## src/design/acts_pkg.sv

```systemverilog
// Shared constants, types and state encodings of the Akima tangent stream.
package acts_pkg;

	localparam int COORD_BITS_DEF = 16;
	localparam int WFRAC_BITS_DEF = 16;
	localparam int INDEX_BITS_DEF = 16;
	localparam int TAN_BITS = 19;
	localparam int FIFO_DEPTH = 2;

	typedef struct packed {
		logic last;
		logic err;
	} job_flags_t;

	typedef enum logic [2:0] {
		F_IDLE,
		F_JOB_A,
		F_JOB_B,
		F_JOB_C,
		F_JOB_ERR
	} front_state_t;

	typedef enum logic [2:0] {
		B_IDLE,
		B_CROSS,
		B_DIV,
		B_BLEND,
		B_OUT
	} back_state_t;

endpackage

```

## src/design/acts_fifo.sv

```systemverilog
// Small register queue that carries tangent jobs from the front to the back.
module acts_fifo #(
	parameter int WIDTH = 8,
	parameter int DEPTH = 2,
	localparam int PTR_BITS = (DEPTH > 1) ? $clog2(DEPTH) : 1,
	localparam int CNT_BITS = $clog2(DEPTH + 1)
) (
	input  logic             clk,
	input  logic             arst_n,
	input  logic             in_valid,
	output logic             in_ready,
	input  logic [WIDTH-1:0] in_data,
	output logic             out_valid,
	input  logic             out_ready,
	output logic [WIDTH-1:0] out_data
);

	logic [WIDTH-1:0]    mem_q [DEPTH];
	logic [PTR_BITS-1:0] wr_ptr_q;
	logic [PTR_BITS-1:0] rd_ptr_q;
	logic [CNT_BITS-1:0] cnt_q;
	logic                do_wr;
	logic                do_rd;

	assign in_ready  = cnt_q != CNT_BITS'(DEPTH);
	assign out_valid = cnt_q != '0;
	assign do_wr     = in_valid && in_ready;
	assign do_rd     = out_valid && out_ready;
	assign out_data  = mem_q[rd_ptr_q];

	always_ff @(posedge clk) begin
		if (do_wr) begin
			mem_q[wr_ptr_q] <= in_data;
		end
	end

	always_ff @(posedge clk or negedge arst_n) begin
		if (!arst_n) begin
			wr_ptr_q <= '0;
			rd_ptr_q <= '0;
			cnt_q    <= '0;
		end else begin
			if (do_wr) begin
				wr_ptr_q <= (wr_ptr_q == PTR_BITS'(DEPTH - 1)) ? '0 : wr_ptr_q + 1'b1;
			end
			if (do_rd) begin
				rd_ptr_q <= (rd_ptr_q == PTR_BITS'(DEPTH - 1)) ? '0 : rd_ptr_q + 1'b1;
			end
			if (do_wr && !do_rd) begin
				cnt_q <= cnt_q + 1'b1;
			end else if (do_rd && !do_wr) begin
				cnt_q <= cnt_q - 1'b1;
			end
		end
	end

endmodule

```

## src/design/acts_front.sv

```systemverilog
// Front end: point window, point count and generation of tangent jobs.
module acts_front import acts_pkg::*; #(
	parameter int COORD_BITS = COORD_BITS_DEF,
	parameter int INDEX_BITS = INDEX_BITS_DEF,
	localparam int VB = COORD_BITS + 4
) (
	input  logic                         clk,
	input  logic                         arst_n,
	input  logic                         push,
	output logic                         full,
	input  logic signed [COORD_BITS-1:0] x_coord,
	input  logic signed [COORD_BITS-1:0] y_coord,
	input  logic                         last_point,
	output logic                         job_valid,
	input  logic                         job_ready,
	output logic [8*VB-1:0]              job_vec,
	output logic [INDEX_BITS-1:0]        job_idx,
	output job_flags_t                   job_flags
);

	logic signed [COORD_BITS-1:0] xw_q [5];
	logic signed [COORD_BITS-1:0] yw_q [5];
	logic [INDEX_BITS-1:0]        count_q;
	logic [INDEX_BITS-1:0]        k_q;
	logic                         sat_q;
	logic                         last_q;
	front_state_t                 st_q;
	front_state_t                 st_d;
	logic                         accept;
	logic                         sat_now;
	logic                         finish;
	logic signed [VB-1:0]         cx [4];
	logic signed [VB-1:0]         cy [4];
	logic signed [VB-1:0]         m1x, m1y, p0x, p0y, q1x, q1y, q2x, q2y;

	function automatic logic signed [VB-1:0] ex(input logic signed [VB-1:0] a,
		input logic signed [VB-1:0] b);
		return (a <<< 1) - b;
	endfunction

	assign full      = st_q != F_IDLE;
	assign job_valid = st_q != F_IDLE;
	assign accept    = push && !full;
	assign sat_now   = count_q == '1;
	assign finish    = job_valid && job_ready && st_d == F_IDLE;
	assign job_vec   = {m1x, m1y, p0x, p0y, q1x, q1y, q2x, q2y};

	always_ff @(posedge clk or negedge arst_n) begin
		if (!arst_n) begin
			st_q <= F_IDLE;
		end else begin
			st_q <= st_d;
		end
	end

	always_comb begin
		st_d = st_q;
		unique case (st_q)
			F_IDLE: begin
				if (accept) begin
					if (last_point && !sat_now && count_q < INDEX_BITS'(3)) begin
						st_d = F_JOB_ERR;
					end else if (sat_now || count_q >= INDEX_BITS'(2)) begin
						st_d = F_JOB_A;
					end
				end
			end
			F_JOB_A: begin
				if (job_ready) begin
					st_d = last_q ? F_JOB_B : F_IDLE;
				end
			end
			F_JOB_B: begin
				if (job_ready) begin
					st_d = F_JOB_C;
				end
			end
			F_JOB_C, F_JOB_ERR: begin
				if (job_ready) begin
					st_d = F_IDLE;
				end
			end
			default: st_d = F_IDLE;
		endcase
	end

	always_comb begin
		for (int j = 0; j < 4; j++) begin
			cx[j] = VB'(xw_q[j+1]) - VB'(xw_q[j]);
			cy[j] = VB'(yw_q[j+1]) - VB'(yw_q[j]);
		end
		m1x = cx[0];
		m1y = cy[0];
		p0x = cx[1];
		p0y = cy[1];
		q1x = cx[2];
		q1y = cy[2];
		q2x = cx[3];
		q2y = cy[3];
		job_idx = sat_q ? '1 : k_q - INDEX_BITS'(2);
		job_flags = '{last: 1'b0, err: 1'b0};
		case (st_q)
			F_JOB_A: begin
				if (!sat_q && k_q == INDEX_BITS'(2)) begin
					p0x = ex(cx[2], cx[3]);
					p0y = ex(cy[2], cy[3]);
					m1x = ex(p0x, cx[2]);
					m1y = ex(p0y, cy[2]);
				end else if (!sat_q && k_q == INDEX_BITS'(3)) begin
					m1x = ex(cx[1], cx[2]);
					m1y = ex(cy[1], cy[2]);
				end
			end
			F_JOB_B: begin
				m1x = cx[1];
				m1y = cy[1];
				p0x = cx[2];
				p0y = cy[2];
				q1x = cx[3];
				q1y = cy[3];
				q2x = ex(cx[3], cx[2]);
				q2y = ex(cy[3], cy[2]);
				job_idx = sat_q ? '1 : k_q - INDEX_BITS'(1);
			end
			F_JOB_C: begin
				m1x = cx[2];
				m1y = cy[2];
				p0x = cx[3];
				p0y = cy[3];
				q1x = ex(cx[3], cx[2]);
				q1y = ex(cy[3], cy[2]);
				q2x = ex(q1x, cx[3]);
				q2y = ex(q1y, cy[3]);
				job_idx = sat_q ? '1 : k_q;
				job_flags = '{last: 1'b1, err: 1'b0};
			end
			F_JOB_ERR: begin
				m1x = '0;
				m1y = '0;
				p0x = '0;
				p0y = '0;
				q1x = '0;
				q1y = '0;
				q2x = '0;
				q2y = '0;
				job_idx = '0;
				job_flags = '{last: 1'b1, err: 1'b1};
			end
			default: begin
			end
		endcase
	end

	always_ff @(posedge clk or negedge arst_n) begin
		if (!arst_n) begin
			for (int j = 0; j < 5; j++) begin
				xw_q[j] <= '0;
				yw_q[j] <= '0;
			end
			count_q <= '0;
			k_q     <= '0;
			sat_q   <= 1'b0;
			last_q  <= 1'b0;
		end else if (accept) begin
			for (int j = 0; j < 4; j++) begin
				xw_q[j] <= xw_q[j+1];
				yw_q[j] <= yw_q[j+1];
			end
			xw_q[4] <= x_coord;
			yw_q[4] <= y_coord;
			k_q     <= count_q;
			sat_q   <= sat_now;
			last_q  <= last_point;
			if (!sat_now) begin
				count_q <= count_q + 1'b1;
			end
		end else if (finish && last_q) begin
			for (int j = 0; j < 5; j++) begin
				xw_q[j] <= '0;
				yw_q[j] <= '0;
			end
			count_q <= '0;
		end
	end

endmodule

```

## src/design/acts_back.sv

```systemverilog
// Back end: cross products, weight division and blend on one shared multiplier.
module acts_back import acts_pkg::*; #(
	parameter int COORD_BITS = COORD_BITS_DEF,
	parameter int WEIGHT_FRACTION_BITS = WFRAC_BITS_DEF,
	parameter int INDEX_BITS = INDEX_BITS_DEF,
	localparam int VB = COORD_BITS + 4,
	localparam int F = WEIGHT_FRACTION_BITS,
	localparam int MW = (VB > F + 2) ? VB : F + 2,
	localparam int PW = 2 * MW,
	localparam int NW = PW + 1,
	localparam int DW = NW + 1,
	localparam int DDW = DW + 1,
	localparam int QW = F + 2,
	localparam int NUMW = DW + F + 2,
	localparam int RW = DDW + 1,
	localparam int DCW = $clog2(QW)
) (
	input  logic                       clk,
	input  logic                       arst_n,
	input  logic                       job_valid,
	output logic                       job_ready,
	input  logic [8*VB-1:0]            job_vec,
	input  logic [INDEX_BITS-1:0]      job_idx,
	input  job_flags_t                 job_flags,
	output logic                       empty,
	input  logic                       pop,
	output logic signed [TAN_BITS-1:0] tangent_x,
	output logic signed [TAN_BITS-1:0] tangent_y,
	output logic [INDEX_BITS-1:0]      point_index,
	output logic                       too_few_points,
	output logic                       last_result
);

	localparam logic [F:0] W_ONE = (F + 1)'(1) << F;
	localparam logic signed [PW:0] HALF = (PW + 1)'(1) << (F - 1);

	back_state_t                st_q;
	back_state_t                st_d;
	logic [2:0]                 cnt_q;
	logic [DCW-1:0]             dcnt_q;
	logic signed [VB-1:0]       m1x_q, m1y_q, p0x_q, p0y_q, q1x_q, q1y_q, q2x_q, q2y_q;
	logic [INDEX_BITS-1:0]      idx_q;
	job_flags_t                 flags_q;
	logic signed [PW-1:0]       prod_q;
	logic signed [PW-1:0]       acc_q;
	logic [NW-1:0]              n_q;
	logic [DDW-1:0]             dd_q;
	logic [RW-1:0]              rem_q;
	logic [QW-1:0]              num_q;
	logic [QW-1:0]              q_q;
	logic [F:0]                 w_q;
	logic signed [TAN_BITS-1:0] tx_q;
	logic signed [TAN_BITS-1:0] ty_q;
	logic                       out_valid_q;
	logic signed [TAN_BITS-1:0] out_tx_q;
	logic signed [TAN_BITS-1:0] out_ty_q;
	logic [INDEX_BITS-1:0]      out_idx_q;
	logic                       out_few_q;
	logic                       out_last_q;

	logic signed [MW-1:0]       mul_a;
	logic signed [MW-1:0]       mul_b;
	logic signed [PW-1:0]       prod_d;
	logic signed [PW:0]         diff;
	logic [NW-1:0]              mag;
	logic [DW-1:0]              d_new;
	logic [NUMW-1:0]            num_full;
	logic [RW:0]                trial;
	logic                       ge;
	logic signed [PW:0]         bsum;
	logic [F:0]                 wn;
	logic                       load_out;

	assign wn       = W_ONE - w_q;
	assign prod_d   = PW'(mul_a) * PW'(mul_b);
	assign diff     = (PW + 1)'(acc_q) - (PW + 1)'(prod_q);
	assign mag      = diff[PW] ? NW'(-diff) : NW'(diff);
	assign d_new    = DW'(n_q) + DW'(mag);
	assign num_full = (NUMW'(n_q) << (F + 1)) + NUMW'(d_new);
	assign trial    = {rem_q, num_q[QW-1]};
	assign ge       = trial >= (RW + 1)'(dd_q);
	assign bsum     = (PW + 1)'(acc_q) + (PW + 1)'(prod_q) + HALF;

	assign empty          = !out_valid_q;
	assign tangent_x      = out_tx_q;
	assign tangent_y      = out_ty_q;
	assign point_index    = out_idx_q;
	assign too_few_points = out_few_q;
	assign last_result    = out_last_q;

	always_comb begin
		mul_a = '0;
		mul_b = '0;
		if (st_q == B_CROSS) begin
			case (cnt_q)
				3'd0: begin
					mul_a = MW'(m1x_q);
					mul_b = MW'(p0y_q);
				end
				3'd1: begin
					mul_a = MW'(m1y_q);
					mul_b = MW'(p0x_q);
				end
				3'd2: begin
					mul_a = MW'(q1x_q);
					mul_b = MW'(q2y_q);
				end
				default: begin
					mul_a = MW'(q1y_q);
					mul_b = MW'(q2x_q);
				end
			endcase
		end else begin
			case (cnt_q)
				3'd0: begin
					mul_a = signed'(MW'(wn));
					mul_b = MW'(p0x_q);
				end
				3'd1: begin
					mul_a = signed'(MW'(w_q));
					mul_b = MW'(q1x_q);
				end
				3'd2: begin
					mul_a = signed'(MW'(wn));
					mul_b = MW'(p0y_q);
				end
				default: begin
					mul_a = signed'(MW'(w_q));
					mul_b = MW'(q1y_q);
				end
			endcase
		end
	end

	always_ff @(posedge clk or negedge arst_n) begin
		if (!arst_n) begin
			st_q <= B_IDLE;
		end else begin
			st_q <= st_d;
		end
	end

	always_comb begin
		st_d      = st_q;
		job_ready = 1'b0;
		load_out  = 1'b0;
		unique case (st_q)
			B_IDLE: begin
				job_ready = 1'b1;
				if (job_valid) begin
					st_d = job_flags.err ? B_OUT : B_CROSS;
				end
			end
			B_CROSS: begin
				if (cnt_q == 3'd4) begin
					st_d = (d_new == '0) ? B_BLEND : B_DIV;
				end
			end
			B_DIV: begin
				if (dcnt_q == DCW'(QW - 1)) begin
					st_d = B_BLEND;
				end
			end
			B_BLEND: begin
				if (cnt_q == 3'd4) begin
					st_d = B_OUT;
				end
			end
			B_OUT: begin
				if (!out_valid_q) begin
					load_out = 1'b1;
					st_d     = B_IDLE;
				end
			end
			default: st_d = B_IDLE;
		endcase
	end

	always_ff @(posedge clk or negedge arst_n) begin
		if (!arst_n) begin
			cnt_q  <= '0;
			dcnt_q <= '0;
		end else begin
			if (st_d != st_q) begin
				cnt_q  <= '0;
				dcnt_q <= '0;
			end else begin
				if (st_q == B_CROSS || st_q == B_BLEND) begin
					cnt_q <= cnt_q + 1'b1;
				end
				if (st_q == B_DIV) begin
					dcnt_q <= dcnt_q + 1'b1;
				end
			end
		end
	end

	always_ff @(posedge clk) begin
		prod_q <= prod_d;
		unique case (st_q)
			B_IDLE: begin
				if (job_valid) begin
					{m1x_q, m1y_q, p0x_q, p0y_q, q1x_q, q1y_q, q2x_q, q2y_q} <= job_vec;
					idx_q   <= job_idx;
					flags_q <= job_flags;
					tx_q    <= '0;
					ty_q    <= '0;
				end
			end
			B_CROSS: begin
				case (cnt_q)
					3'd1, 3'd3: acc_q <= prod_q;
					3'd2: n_q <= mag;
					3'd4: begin
						w_q   <= W_ONE;
						dd_q  <= {d_new, 1'b0};
						rem_q <= RW'(num_full >> QW);
						num_q <= num_full[QW-1:0];
					end
					default: begin
					end
				endcase
			end
			B_DIV: begin
				rem_q <= ge ? RW'(trial - (RW + 1)'(dd_q)) : RW'(trial);
				q_q   <= {q_q[QW-2:0], ge};
				num_q <= num_q << 1;
				if (dcnt_q == DCW'(QW - 1)) begin
					w_q <= {q_q[F-1:0], ge};
				end
			end
			B_BLEND: begin
				case (cnt_q)
					3'd1, 3'd3: acc_q <= prod_q;
					3'd2: tx_q <= TAN_BITS'(bsum >>> F);
					3'd4: ty_q <= TAN_BITS'(bsum >>> F);
					default: begin
					end
				endcase
			end
			default: begin
			end
		endcase
	end

	always_ff @(posedge clk or negedge arst_n) begin
		if (!arst_n) begin
			out_valid_q <= 1'b0;
		end else if (load_out) begin
			out_valid_q <= 1'b1;
		end else if (pop && out_valid_q) begin
			out_valid_q <= 1'b0;
		end
	end

	always_ff @(posedge clk) begin
		if (load_out) begin
			out_tx_q   <= tx_q;
			out_ty_q   <= ty_q;
			out_idx_q  <= idx_q;
			out_few_q  <= flags_q.err;
			out_last_q <= flags_q.last;
		end
	end

endmodule

```

## src/design/akima_curve_tangent_stream_top.sv

```systemverilog
// Top level of the Akima tangent stream: front end, job queue and back end.
//
//   port group                         | direction | handshake
//   x_coord, y_coord, last_point       | in        | push / full
//   tangent_x, tangent_y, point_index,
//   too_few_points, last_result        | out       | empty / pop
//
// In the back end each tangent takes five steps of the shared multiplier for the
// cross products, a division to a WEIGHT_FRACTION_BITS+2-bit quotient and
// five multiplier steps for the blend. The final point of a curve yields three
// tangents, and the front end holds full high until all its jobs are queued.
// Reset is asynchronous and clears the window, the count and all control state.
// A stalled result waits in the output register while the next job is computed.
module akima_curve_tangent_stream_top import acts_pkg::*; #(
	parameter int COORD_BITS = COORD_BITS_DEF,
	parameter int WEIGHT_FRACTION_BITS = WFRAC_BITS_DEF,
	parameter int INDEX_BITS = INDEX_BITS_DEF
) (
	input  logic                         clk,
	input  logic                         arst_n,
	input  logic                         push,
	output logic                         full,
	input  logic signed [COORD_BITS-1:0] x_coord,
	input  logic signed [COORD_BITS-1:0] y_coord,
	input  logic                         last_point,
	output logic                         empty,
	input  logic                         pop,
	output logic signed [TAN_BITS-1:0]   tangent_x,
	output logic signed [TAN_BITS-1:0]   tangent_y,
	output logic [INDEX_BITS-1:0]        point_index,
	output logic                         too_few_points,
	output logic                         last_result
);

	localparam int VB = COORD_BITS + 4;
	localparam int JW = 8 * VB + INDEX_BITS + $bits(job_flags_t);

	logic                  fr_valid;
	logic                  fr_ready;
	logic [8*VB-1:0]       fr_vec;
	logic [INDEX_BITS-1:0] fr_idx;
	job_flags_t            fr_flags;
	logic                  bk_valid;
	logic                  bk_ready;
	logic [JW-1:0]         bk_data;
	logic [8*VB-1:0]       bk_vec;
	logic [INDEX_BITS-1:0] bk_idx;
	job_flags_t            bk_flags;

	assign {bk_vec, bk_idx, bk_flags} = bk_data;

	acts_front #(
		.COORD_BITS(COORD_BITS),
		.INDEX_BITS(INDEX_BITS)
	) u_front (
		.clk       (clk),
		.arst_n    (arst_n),
		.push      (push),
		.full      (full),
		.x_coord   (x_coord),
		.y_coord   (y_coord),
		.last_point(last_point),
		.job_valid (fr_valid),
		.job_ready (fr_ready),
		.job_vec   (fr_vec),
		.job_idx   (fr_idx),
		.job_flags (fr_flags)
	);

	acts_fifo #(
		.WIDTH(JW),
		.DEPTH(FIFO_DEPTH)
	) u_fifo (
		.clk      (clk),
		.arst_n   (arst_n),
		.in_valid (fr_valid),
		.in_ready (fr_ready),
		.in_data  ({fr_vec, fr_idx, fr_flags}),
		.out_valid(bk_valid),
		.out_ready(bk_ready),
		.out_data (bk_data)
	);

	acts_back #(
		.COORD_BITS          (COORD_BITS),
		.WEIGHT_FRACTION_BITS(WEIGHT_FRACTION_BITS),
		.INDEX_BITS          (INDEX_BITS)
	) u_back (
		.clk           (clk),
		.arst_n        (arst_n),
		.job_valid     (bk_valid),
		.job_ready     (bk_ready),
		.job_vec       (bk_vec),
		.job_idx       (bk_idx),
		.job_flags     (bk_flags),
		.empty         (empty),
		.pop           (pop),
		.tangent_x     (tangent_x),
		.tangent_y     (tangent_y),
		.point_index   (point_index),
		.too_few_points(too_few_points),
		.last_result   (last_result)
	);

endmodule

```

## config.mk

```make
export PLATFORM = sky130hd
export DESIGN_NAME = akima_curve_tangent_stream_top
export DESIGN_NICKNAME = d
export VERILOG_FILES = /design/src/design/acts_pkg.sv /design/src/design/acts_fifo.sv /design/src/design/acts_front.sv /design/src/design/acts_back.sv /design/src/design/akima_curve_tangent_stream_top.sv
export SDC_FILE = /design/constraint.sdc
export NUM_CORES = 2
export LEC_CHECK = 0
export ABC_AREA = 1
export BUFFER_PORTS_ARGS = -buffer_cell sky130_fd_sc_hd__buf_4
export CAP_MARGIN = 20
export CORE_MARGIN = 4
export CORE_UTILIZATION = 61
export CTS_CLUSTER_DIAMETER = 40
export DETAILED_ROUTE_END_ITERATION = 8
export PLACE_DENSITY_LB_ADDON = 0.05
export SLEW_MARGIN = 20
export SYNTH_ARGS = -nofsm -noshare
export SYNTH_HDL_FRONTEND = slang
export SYNTH_SLANG_ARGS = --single-unit
```

## constraint.sdc

```tcl
create_clock -name clk -period 12.75 [get_ports clk]
set_input_delay 3.1875 -clock clk [delete_from_list [all_inputs] [get_ports clk]]
set_output_delay 3.1875 -clock clk [all_outputs]
set_load 0.05 [all_outputs]
```

# Word level (Yosys, flattened, before mapping)

Memory sizes are Yosys's and may differ from the RTL's.
Index checks and enable logic that the tools add are counted.

Flip-flop bits (word level): 743
Latch bits: 0
Bits in writable memories: 356
Bits in read-only memories: 0
Input port bits: 37
Output and inout port bits: 58
Logic and storage cells: 235
Memories kept: 1

Memories:

| memory       | depth | width | rd ports | clocked after Yosys merged registers in | write ports | line            | RTL |
|---|---|---|---|---|---|---|---|
| u_fifo.mem_q | 2     | 178   | 1        | 0                                       | 1           | acts_fifo.sv:18 | `logic [WIDTH-1:0] mem_q [DEPTH];` |

Add/sub/neg operators: 35
Multipliers: 1
Div/mod/pow operators: 0
Order comparisons: 3
Equal/unequal tests: 24
Shift operators: 0
Mux-type cells: 76
Bitwise operators: 0
Reduce and logical (&&, ||, !) cells: 47

Operator list:

| kind                             | count |
|---|---|
| case mux 20 bit (3 select lines) | 7 |
| case mux 20 bit (4 select lines) | 4 |
| 2-to-1 mux 80 bit                | 3 |
| subtractor 20 bit                | 10 |
| 2-to-1 mux 20 bit                | 8 |
| subtractor 16 x 16 -> 17 bit     | 8 |
| 2-to-1 mux 16 bit                | 6 |
| 2-to-1 mux 44 bit                | 2 |
| case mux 44 bit (2 select lines) | 1 |
| case mux 19 bit (2 select lines) | 2 |
| adder 58 x 42 -> 59 bit          | 1 |
| 2-to-1 mux 19 bit                | 3 |
| 2-to-1 mux 17 bit                | 3 |
| case mux 16 bit (3 select lines) | 1 |
| >= comparator 45 x 43 -> 1 bit   | 1 |
| subtractor 44 x 43 -> 44 bit     | 1 |
| adder 41 x 41 -> 42 bit          | 1 |
| logical NOT 42 bit               | 1 |
| 2-to-1 mux 3 bit                 | 14 |
| 2-to-1 mux 41 bit                | 1 |
| negation 41 bit                  | 1 |
| subtractor 40 x 40 -> 41 bit     | 1 |
| multiplier 20 x 20 -> 40 bit     | 1 |
| case mux 18 bit (2 select lines) | 1 |
| other kinds (39)                 | 104 |

# Longest topological paths before layout

Depth in word-level cells: 12
Gate-level depth with buffers: 51
Mapped depth without buffers: 50

# By module

A second synthesis with hierarchy kept.

Cell total of the unflattened synthesis: 10835
Area, all modules: 88558.7 sq um

Modules (own cells, without submodules):

| module     | times used | cells an instance | area each (sq um) | sequential area each (sq um) |
|---|---|---|---|---|
| acts_back  | 1          | 5789              | 48826.8           | 15815.2 |
| acts_front | 1          | 4088              | 26535.4           | 4929.7 |
| acts_fifo  | 1          | 958               | 13196.4           | 10790.3 |

# Least setup slack after synthesis

OpenSTA, ideal clock, no wires.

Path kind: reg2reg
Start point: reg u_fifo.cnt_q[1]
End point: mem u_fifo.mem_q[1][0] in the netlist's numbering, enable pin
Library setup time: 719 ps
Arrival: 8180 ps
Required time: 12031 ps
Slack: 3850 ps
Cell stages (with the launch flop): 6
Buffers on the path: 0
Period minus slack after synthesis: 8900 ps
Path through: dfrtp_1 inv_1 nor2_1 nor2_1 inv_1 nor2_1

Cells in the longest elaborated chain, start to end: 4

RTL lines:

| item                                   | line            | RTL |
|---|---|---|
| start, declared                        | acts_fifo.sv:21 | `logic [CNT_BITS-1:0] cnt_q;` |
| start signal, assigned                 | acts_fifo.sv:50 | `cnt_q <= cnt_q + 1'b1;` |
| start signal, assigned                 | acts_fifo.sv:52 | `cnt_q <= cnt_q - 1'b1;` |
| inequality test 2 bit                  | acts_fifo.sv:25 | `assign in_ready = cnt_q != CNT_BITS'(DEPTH);` |
| logical AND 1 bit                      | acts_fifo.sv:27 | `assign do_wr = in_valid && in_ready;` |
| net u_fifo.do_wr                       | acts_fifo.sv:22 | `logic do_wr;` |
| 2-to-1 mux 1 bit                       | acts_fifo.sv:32 | `if (do_wr) begin` |
| 2-to-1 mux 1 bit (implied by the code) | acts_fifo.sv:33 | `mem_q[wr_ptr_q] <= in_data;` |
| end, declared                          | acts_fifo.sv:18 |  |

The timed path passes the listed nets, and every way through them passes these cells.

# Final worst setup path

Start point: reg u_back.cnt_q[0]
End point: reg u_back.prod_q[37]

Cells in the longest elaborated chain, start to end: 5
Elaborated cells on any way between the ends: 11
Classes of those cells: mul (1); eq/ne (2); mux (6); reduce/logical (2)

RTL lines:

| item                                                              | line                              | RTL |
|---|---|---|
| start, declared                                                   | acts_back.sv:39                   | `logic [2:0] cnt_q;` |
| start signal, assigned                                            | acts_back.sv:189                  | `cnt_q <= cnt_q + 1'b1;` |
| equality test 3 x 2 -> 1 bit or logical NOT 3 bit (tied branches) | acts_back.sv:95, acts_back.sv:114 |  |
| OR reduction 2 bit (no source line)                               | --                                |  |
| 2-to-1 mux 17 bit                                                 | acts_back.sv:114                  | `case (cnt_q)` |
| 2-to-1 mux 20 bit                                                 | acts_back.sv:94                   | `if (st_q == B_CROSS) begin` |
| multiplier 20 x 20 -> 40 bit (*)                                  | acts_back.sv:75                   | `assign prod_d = PW'(mul_a) * PW'(mul_b);` |
| net u_back.prod_d[37]                                             | acts_back.sv:63                   | `logic signed [PW-1:0] prod_d;` |
| end signal, assigned                                              | acts_back.sv:199                  | `prod_q <= prod_d;` |
| end, declared                                                     | acts_back.sv:44                   | `logic signed [PW-1:0] prod_q;` |

The timed path passes the listed nets; every way through them passes the cells marked *.
A chain may end at the register's enable or synchronous reset.

==> Flow_metrics.wiki <==
{| class="wikitable"
! Metric !! Value
|-
| Headroom to the max-slew limit || 0.199
|-
| Total routed wirelength || 301000 um
|-
| Syn Nets || 12000
|-
| Final setup skew || 0.0370 ns
|-
| Arrival time reported for the critical path endpoint || 11.12 ns
|-
| Deepest clock path buffer count || 3
|-
| Number of H-tree levels || 4
|-
| Yosys reg bits || 1099
|-
| Clk Latency, worst-skew pair || 0.82 ns
|-
| Violations in the final reports || DRC
|-
| Number of iterations in the first detailed-routing pass || 9
|-
| Worst Max-Slew Pin Slew || 1.19 ns
|-
| Core Area || 144000 sq um
|-
| Antenna-violating nets left || 0
|-
| Maximum number of pins on one net before global-route repair || 158
|-
| Sinks on Clock Net || 1099
|-
| Avg Cell Area, Syn || 8.10 sq um
|-
| Min-Delay Path Class || reg2reg
|-
| Detailed Route Iter0 Violations || 8830
|-
| Die width || 389 um
|-
| Count of mapped cells out of synthesis || 10900
|-
| Most used flip-flop cell after synthesis || sky130_fd_sc_hd__edfxtp_1
|-
| Slowest cell on the critical path || sky130_fd_sc_hd__fa_1
|-
| Via count || 79300
|-
| TritonCTS clock tree || built
|-
| Type of the setup path with the least slack || reg2reg
|-
| Non-Filler Cell Area, Final || 96000 sq um
|-
| Global-route total usage across every layer || 0.391
|-
| Global-route wire length before repair || 452000 um
|-
| Num CTS Buffers || 150
|-
| Post-synth EDFFs || 846
|-
| Final number of max-transition violations || 0
|-
| Share of flip-flops with an asynchronous set or reset after synthesis || 0.194
|-
| # setup viols final || 0
|-
| Hold Buf Count CTS || 0
|-
| Vias in the first global route || 77900
|-
| # IOs || 95
|-
| RSZ-0062 raised after global routing || false
|-
| Number of instances resized during post-cts repair || 0
|-
| Antenna violations before repair || 10
|-
| Clock root cell || sky130_fd_sc_hd__clkbuf_16
|-
| Final critical-path required period || 10.38 ns
|-
| Layout cells sized above 1 || 0.0537
|-
| Summed negative setup slack over all endpoints || 0 ns
|-
| Number of setup buffers added after CTS || 0
|-
| Routed length per instance || 23.2 um
|-
| Placed wire-length estimate || 235000 um
|-
| Post-synth design cell area || 88300 sq um
|-
| Library cell appearing most often on the critical path || sky130_fd_sc_hd__fa_1
|-
| Total area of multi-input combinational cells || 49300 sq um
|-
| Nets || 12100
|-
| Proportion of synthesized chip area in sequential cells || 0.357
|-
| Die extent in y || 389 um
|-
| Result of the run || complete, but fails checks
|-
| Post-CTS clock slew at the launch and capture registers of the worst setup and hold paths || 0.06 ns
|-
| Post-synthesis cell type count || 69
|-
| Final number of hold-violating endpoints || 0
|-
| Input/output buffers || 94
|-
| Total of max-cap violations || 0
|-
| Kind of launch point of the worst setup path || flop
|-
| Worst stage delay on the critical path || 0.84 ns
|-
| Yosys Warn Count || 0
|-
| Maximum fanout encountered on the critical timing path || 48
|-
| Effective utilization at floorplan || 0.615
|-
| Die Area || 151000 sq um
|-
| Total cell area at the placement stage || 90800 sq um
|-
| RePlAce Congestion || 1.07
|-
| Row count || 139
|-
| Peak Freq || 0.0963 GHz
|-
| Most common cell after layout, fill and taps aside || sky130_fd_sc_hd__nand2_1
|-
| Ratio of routed vias to standard cells || 6.11
|-
| Sequential standard cell area || 31500 sq um
|-
| Count of unresolved DRC violations after routing || 1
|-
| Overflow after GRT || 0
|-
| Most frequent cells in the layout || sky130_fd_sc_hd__nand2_1, sky130_fd_sc_hd__inv_1, sky130_fd_sc_hd__edfxtp_1
|-
| Area delta synth->final || 8.71%
|-
| Tcrit/Tclk final || 0.814
|-
| Worst Path Required || 13.48 ns
|-
| Critical Path End Type || flop
|-
| Number of filler cells placed in the layout || 11700
|}
[worst max-delay path: cells and delay by family (launching register included)]
family	cells	cell delay, ns
and+or+nand+nor	12	2.63
AOI/OAI and AO/OA	2	0.59
adders and majority gates	9	4.50
buffers and inverters	9	1.92
DFF	1	0.41
xor gates and xnor gates	1	0.16
[metrics by stage]
step	hold WS [ns]	worst slack, ns	instances	util
4_1_cts	0.396	2.51	13000	0.668
2_1_floorplan	0.400	3.85	10900	-
3_3_place_gp	0.402	2.83	12700	0.632
5_1_grt	0.405	1.64	13000	0.668
3_5_place_dp	0.405	2.56	12700	0.632
6_report	0.400	2.37	13000	0.668
[cells in the mapped netlist (all sizes together), types with 3 or more instances]
master	n	share of area
a21boi	23	0.0020
nand3	428	0.025
buf	75	0.0043
o31ai	50	0.0042
clkinv	13	0.00055
a32oi	5	0.00084
o21a	21	0.0018
o221ai	50	0.0050
inv	1723	0.073
ha	636	0.090
a221oi	21	0.0021
edfxtp	846	0.29
nand3b	23	0.0021
o21ai	587	0.033
a21oi	734	0.042
a211oi	13	0.0011
dfrtp	213	0.060
dfxtp	40	0.0091
nor3b	3	0.00025
xor2	238	0.024
and3	3	0.00021
a2111oi	5	0.00050
or3	3	0.00021
and2	8	0.00057
a31oi	48	0.0034
o21bai	32	0.0027
clkbuf	186	0.0079
nand4	101	0.0072
a22oi	11	0.00093
nor4	34	0.0025
o211ai	67	0.0057
xnor2	104	0.010
a21o	31	0.0026
o22ai	168	0.012
nor3	117	0.0071
nor2	829	0.036
nand2	2870	0.12
or2	60	0.0042
fa	438	0.099
o2111ai	40	0.0040
[per-layer routing]
layer / wire length (um) / share of wire / vias to the layer above / global-route usage
met1: 110000 / 0.37 / 37900 / 0.476
met3: 26400 / 0.088 / 1023 / 0.0669
li1: - / - / 36100 / -
met5: 40 / 0.00013 / - / 0
met2: 142000 / 0.47 / 4291 / 0.651
met4: 22400 / 0.074 / 6 / 0.239
[cells by family after synthesis]
logic type,count (synthesis),synth area share
flip-flops,1099,0.357
AO/OA/AOI/OAI,1915,0.125
XOR/XNOR,342,0.0342
AND/OR/NAND/NOR,4480,0.209
buffers and inverters,1997,0.0860
adder cells (fa/ha/maj),1074,0.189
[final cells by class]
type / count / share of cell area
Antenna cell: 2 / 0.0000521
Inverter: 1736 / 0.0680
Sequential cell: 1099 / 0.328
Tap cell: 1903 / 0.0248
Clock buffer: 164 / 0.0400
Clock inverter: 114 / 0.0135
Multi-Input combinational cell: 7811 / 0.513
Timing Repair Buffer: 146 / 0.0119
[final timing paths]
check | slack [ns] | to | cells past startpoint | start
max | 2.37 | u_back.prod_q[37]$_DFF_P_ | 33 | u_back.cnt_q[0]$_DFFE_PN0P_
max in group asynchronous | 9.04 | u_fifo.rd_ptr_q$_DFFE_PN0P_ | 2 | arst_n
min in group asynchronous | 2.33 | u_front.xw_q[14]$_DFFE_PN0P_ | 1 | arst_n
min reg2reg | 0.40 | u_back.point_index[2]$_DFFE_PP_ | 0 | u_back.idx_q[2]$_DFFE_PP_
min | 0.40 | u_back.point_index[2]$_DFFE_PP_ | 0 | u_back.idx_q[2]$_DFFE_PP_
max reg2reg | 2.37 | u_back.prod_q[37]$_DFF_P_ | 33 | u_back.cnt_q[0]$_DFFE_PN0P_
[registers in the layout (all words and copies together), names as in the netlist, 40 cells and up]
register,flops
u_back.prod_q,40
u_front.xw_q,80
u_back.dd_q,42
u_back.n_q,41
u_back.rem_q,44
u_front.yw_q,80
u_back.acc_q,40
u_fifo.mem_q,356
Power is left out: the tool's default activity adds up to more than one toggle a clock period on the data nets, which glitch-free logic cannot reach.
